--- src/rtl/salru_pkg.sv ---
// Shared types and constants for the set-associative LRU cache lookup core.
// No dependencies; every other file but salru_req_if and salru_ram refers to this package by scoped names.
`timescale 1ns / 1ps

package salru_pkg;

   localparam int CSR_INDEX_WIDTH = 2;
   localparam int CSR_DATA_WIDTH  = 5;

   localparam int SET_CFG_WIDTH   = 4;
   localparam int WAYS_CFG_WIDTH  = 4;
   localparam int BLOCK_CFG_WIDTH = 5;

   localparam logic [CSR_INDEX_WIDTH-1:0] CSR_SET_BITS    = 2'd0;
   localparam logic [CSR_INDEX_WIDTH-1:0] CSR_WAYS_IN_USE = 2'd1;
   localparam logic [CSR_INDEX_WIDTH-1:0] CSR_BLOCK_BITS  = 2'd2;

   localparam logic [SET_CFG_WIDTH-1:0]   SET_BITS_RESET    = 4'd4;
   localparam logic [WAYS_CFG_WIDTH-1:0]  WAYS_IN_USE_RESET = 4'd1;
   localparam logic [BLOCK_CFG_WIDTH-1:0] BLOCK_BITS_RESET  = 5'd4;

   localparam int OUTCOME_WIDTH = 2;
   localparam logic [OUTCOME_WIDTH-1:0] OUTCOME_HIT   = 2'd0;
   localparam logic [OUTCOME_WIDTH-1:0] OUTCOME_FILL  = 2'd1;
   localparam logic [OUTCOME_WIDTH-1:0] OUTCOME_EVICT = 2'd2;

   localparam int TOTAL_WIDTH = 32;

   typedef struct packed {
      logic clear;
      logic load;
      logic commit;
   } cmd_type;

   typedef struct packed {
      logic rsp_free;
      logic clear_last;
   } status_type;

endpackage

--- src/rtl/salru_ctrl.sv ---
// Controller state machine: clearing pass after reset, then accept and lookup per item.
// Depends on salru_pkg for the command and status types.
`timescale 1ns / 1ps

module salru_ctrl (
   input  logic                  clock,
   input  logic                  reset,
   input  logic                  req_valid,
   output logic                  req_ready,
   input  salru_pkg::status_type status,
   output salru_pkg::cmd_type    cmd
);

   localparam logic [1:0] ST_CLEAR = 2'd0;
   localparam logic [1:0] ST_IDLE  = 2'd1;
   localparam logic [1:0] ST_LOOK  = 2'd2;

   logic [1:0] state_ff;
   logic [1:0] state_in;

   always_comb begin
      state_in   = state_ff;
      cmd.clear  = 1'b0;
      cmd.load   = 1'b0;
      cmd.commit = 1'b0;
      req_ready  = 1'b0;
      case (state_ff)
         ST_CLEAR: begin
            cmd.clear = 1'b1;
            if (status.clear_last) begin
               state_in = ST_IDLE;
            end
         end
         ST_IDLE: begin
            req_ready = 1'b1;
            if (req_valid) begin
               cmd.load = 1'b1;
               state_in = ST_LOOK;
            end
         end
         ST_LOOK: begin
            if (status.rsp_free) begin
               cmd.commit = 1'b1;
               state_in   = ST_IDLE;
            end
         end
         default: begin
            state_in = ST_CLEAR;
         end
      endcase
   end

   always_ff @(posedge clock) begin
      if (reset) begin
         state_ff <= ST_CLEAR;
      end else begin
         state_ff <= state_in;
      end
   end

endmodule

--- config.mk ---
export PLATFORM = sky130hd
export DESIGN_NAME = salru_ctrl
export DESIGN_NICKNAME = d
export VERILOG_FILES = /design/src/rtl/salru_pkg.sv /design/src/rtl/salru_ctrl.sv
export SDC_FILE = /design/constraint.sdc
export NUM_CORES = 1
export LEC_CHECK = 0
export BUFFER_PORTS_ARGS = -buffer_cell sky130_fd_sc_hd__buf_2
export CELL_PAD_IN_SITES_DETAIL_PLACEMENT = 1
export CELL_PAD_IN_SITES_GLOBAL_PLACEMENT = 1
export CORE_AREA = 2 2 39 41
export DETAILED_ROUTE_END_ITERATION = 6
export DIE_AREA = 0 0 41 43
export GPL_TIMING_DRIVEN = 0
export PLACE_DENSITY = 0.33
export SETUP_SLACK_MARGIN = 0.4
export SLEW_MARGIN = 20
export SYNTH_ARGS = -nofsm -noshare
export SYNTH_HDL_FRONTEND = slang
export SYNTH_SLANG_ARGS = --single-unit
export TNS_END_PERCENT = 30
--- constraint.sdc ---
create_clock -name clock -period 1.76 [get_ports clock]
set_input_delay 0.264 -clock clock [delete_from_list [all_inputs] [get_ports clock]]
set_output_delay 0.264 -clock clock [all_outputs]
set_load 0.01 [all_outputs]
==> flow_metrics.py <==
metrics = {
    "synth": {
        "synth_ff_type": "dfxtp_1",
        "yosysMostFrequentCell": "nor2_1",
        "async_reset_ff_share_pct": 0,
        "synth.ff_latch_count": 2,
        "syn_area_per_cell_um2": 8.28,
        "yosys_warnings": 0,
        "yosys.area.top_type": "dfxtp_1",
        "synth_top_area_share_pct": 37.2,
        "synth_common_cells": "nor2_1 (3), dfxtp_1 (2)",
        "synth_cells": 13,
        "synthDistinctLibCells": 10,
        "netlist_area_um2": 108,
        "synthTopCellsByArea": "dfxtp_1 (37%), nor2_1 (10%), o21ba_1 (9.3%)",
        "synth_edf_count": 0,
        "syn_nets": 18,
        "yosysSeqAreaShare_pct": 37.2,
    },
    "floorplanning": {
        "die_h_um": 43,
        "core_um2": 1380,
        "die_area_um2": 1760,
        "die_w_um": 41,
        "start_util_pct": 7.78,
        "rows": 14,
        "pin_count": 9,
    },
    "sta": {
        "drv_slew": 0,
        "rsz0062_at_grt": "false",
        "setup_viol": 0,
        "finClkSkew_ns": 0.00139,
        "hold_violations": 0,
        "worst_pin_slew_ns": 0.231,
        "fin_crit_ns": 1.25,
        "fin_crit_sh_pct": 71.0,
        "fmax_mhz": 800,
        "tns_ns": 0,
        "slew_headroom_pct": 84.5,
    },
    "power_and_ir_drop": {
        "clkPwrFrac_pct": 54.8,
        "seqPwrFrac_pct": 29.7,
        "netSwitchingFraction_pct": 23.6,
        "p_int_uw": 139,
        "p_leak_nw": 0.101,
        "power.density_nw_per_um2": 958,
        "combPwrFrac_pct": 15.4,
        "irDropWorstVdd_mv": 0.151,
        "p_sw_uw": 43.0,
        "power_uw": 182,
    },
    "final_layout": {
        "stdcell_count": 40,
        "area_growth_pct": 76.7,
        "regMostFlops": "state_ff",
        "top_regs": "state_ff: 2 flops",
        "drive_gt1_share_pct": 45.8,
        "fillers": 176,
        "nNetsFinal": 31,
        "fin_util_pct": 13.7,
        "largest_register_ffs": 2,
        "final_area_um2": 190,
        "antenna_cells": 0,
        "seq_area_um2": 40.0,
        "multi_input_area_um2": 63.8,
    },
    "critical_path": {
        "r2r_start": "state_ff[1]$_SDFFE_PP0P_",
        "criticalPathCategory": "flip-flop to output pin",
        "critPathArrivalTime_ns": 0.99,
        "cp_max_fo": 7,
        "cp-end-kind": "output pin",
        "worst_setup_path_start_kind": "flip-flop",
        "required_ns": 1.50,
        "reg2regPathDepth": 2,
        "crit_start": "state_ff[1]$_SDFFE_PP0P_",
        "reg2reg_slack_ns": 0.84,
        "crit_path_end": "cmd[1]",
        "r2r-end": "state_ff[1]$_SDFFE_PP0P_",
    },
    "grt": {
        "use_met2_pct": 8.75,
        "grt_pass1_wl_um": 524,
        "grtUsageMet3_pct": 1.57,
        "grt.busiest_layer": "met2",
        "grt_use_met1_pct": 2.55,
        "overflow": 0,
        "grt_max_degree": 8,
        "grt_usage_pct": 5.11,
        "grt_pass1_vias": 150,
        "antenna_found_initial": 0,
    },
    "clocking": {
        "cts_buffers": 3,
        "clock_path_buffers": 2,
        "ctsRootBufferMaster": "clkbuf_4",
        "worstSkewPairLatency_ns": 0.22,
        "cts_resized": 0,
        "cts_tree": "yes",
        "clk_pin_slew_ns": 0.03,
        "cts.sinks": 2,
        "h-tree-depth": 1,
        "cts_hold_buf": 0,
        "post_cts_buffers": 0,
    },
    "job": {
        "drv_cap": 0,
    },
    "detailed_routing": {
        "wl_um": 319,
        "drt_first_pass_iters": 2,
        "ant_nets": 0,
        "vias_per_cell": 3.35,
        "drt_iter0_drc": 2,
        "dr_total_vias": 134,
        "wl_per_cell_um": 7.98,
        "route.detailed.drc": 0,
    },
    "placed_design": {
        "gp_congestion": 0.586,
        "port_buffers": 8,
        "post_dp_cell_area_um2": 168,
        "dp.cells": 37,
    },
    "min_path": {
        "hp-start": "reset",
        "hold-path-cell-count": 2,
        "worstHoldPathType": "input port to flip-flop",
    },
    "run_status": {
        "outcome": "finished, final reports clean",
    },
}
logic make-up after synthesis:
family	after synthesis	share of synthesized area, %
and+or+nand+nor	7	34.9
buffers and inverters	1	3.49
DFF	2	37.2
AOI/OAI and AO/OA	3	24.4
stage by stage:
| stage | setup slack (ns) | hold slack (ns) |
|---|---|---|
| 2_1_floorplan | 0.870 | 0.336 |
| 3_3_place_gp | 0.745 | 0.455 |
| 3_5_place_dp | 0.740 | 0.455 |
| 4_1_cts | 0.499 | 0.219 |
| 5_1_grt | 0.416 | 0.214 |
| 6_report | 0.510 | 0.222 |
routing by layer:
| layer | wire (µm) | vias up |
|---|---|---|
| met3 | 23 | 0 |
| met2 | 205 | 5 |
| met4 | 0 | 0 |
| met5 | 0 | - |
| li1 | - | 67 |
| met1 | 90 | 62 |
layout make-up:
class                      count  area share, %
inverter                       1           1.97
clock buffer                   3           11.8
tap                           16           10.5
multi-input combinational     10           33.6
sequential                     2           21.1
timing repair buffer           8           21.1
how the worst min path moves through the flow:
stage	to	slack, ns
after floorplan	state_ff[0]$_SDFFE_PP0P_	0.34
after global placement	state_ff[0]$_SDFFE_PP0P_	0.46
after detailed placement	state_ff[0]$_SDFFE_PP0P_	0.45
after CTS	state_ff[0]$_SDFFE_PP0P_	0.22
after global routing	state_ff[0]$_SDFFE_PP0P_	0.21
final	state_ff[0]$_SDFFE_PP0P_	0.22
layout by cell type (no fill, tap or decap):
cell type	n
buf_2	8
nor2_1	3
clkbuf_4	3
dfxtp_1	2
inv_1	1
and3b_1	1
nand2_1	1
nor3b_1	1
o21ba_1	1
nand2b_1	1
o21a_1	1
a311oi_1	1
power by group through the flow:
stage	Combinational, mW	Sequential (mW)	Clock [mW]
CTS	0.0290	0.0543	0.107
global route	0.0319	0.0556	0.115
floorplan	0.0153	0.0535	0
global placement	0.0290	0.0551	0
detailed placement	0.0289	0.0549	0
finish	0.0281	0.0542	0.0999
critical path, stage by stage (launching register included):
cell	delay, ns
dfxtp_1	0.41
and3b_1	0.22
buf_2	0.14
Power figures use the tool's default switching activity.
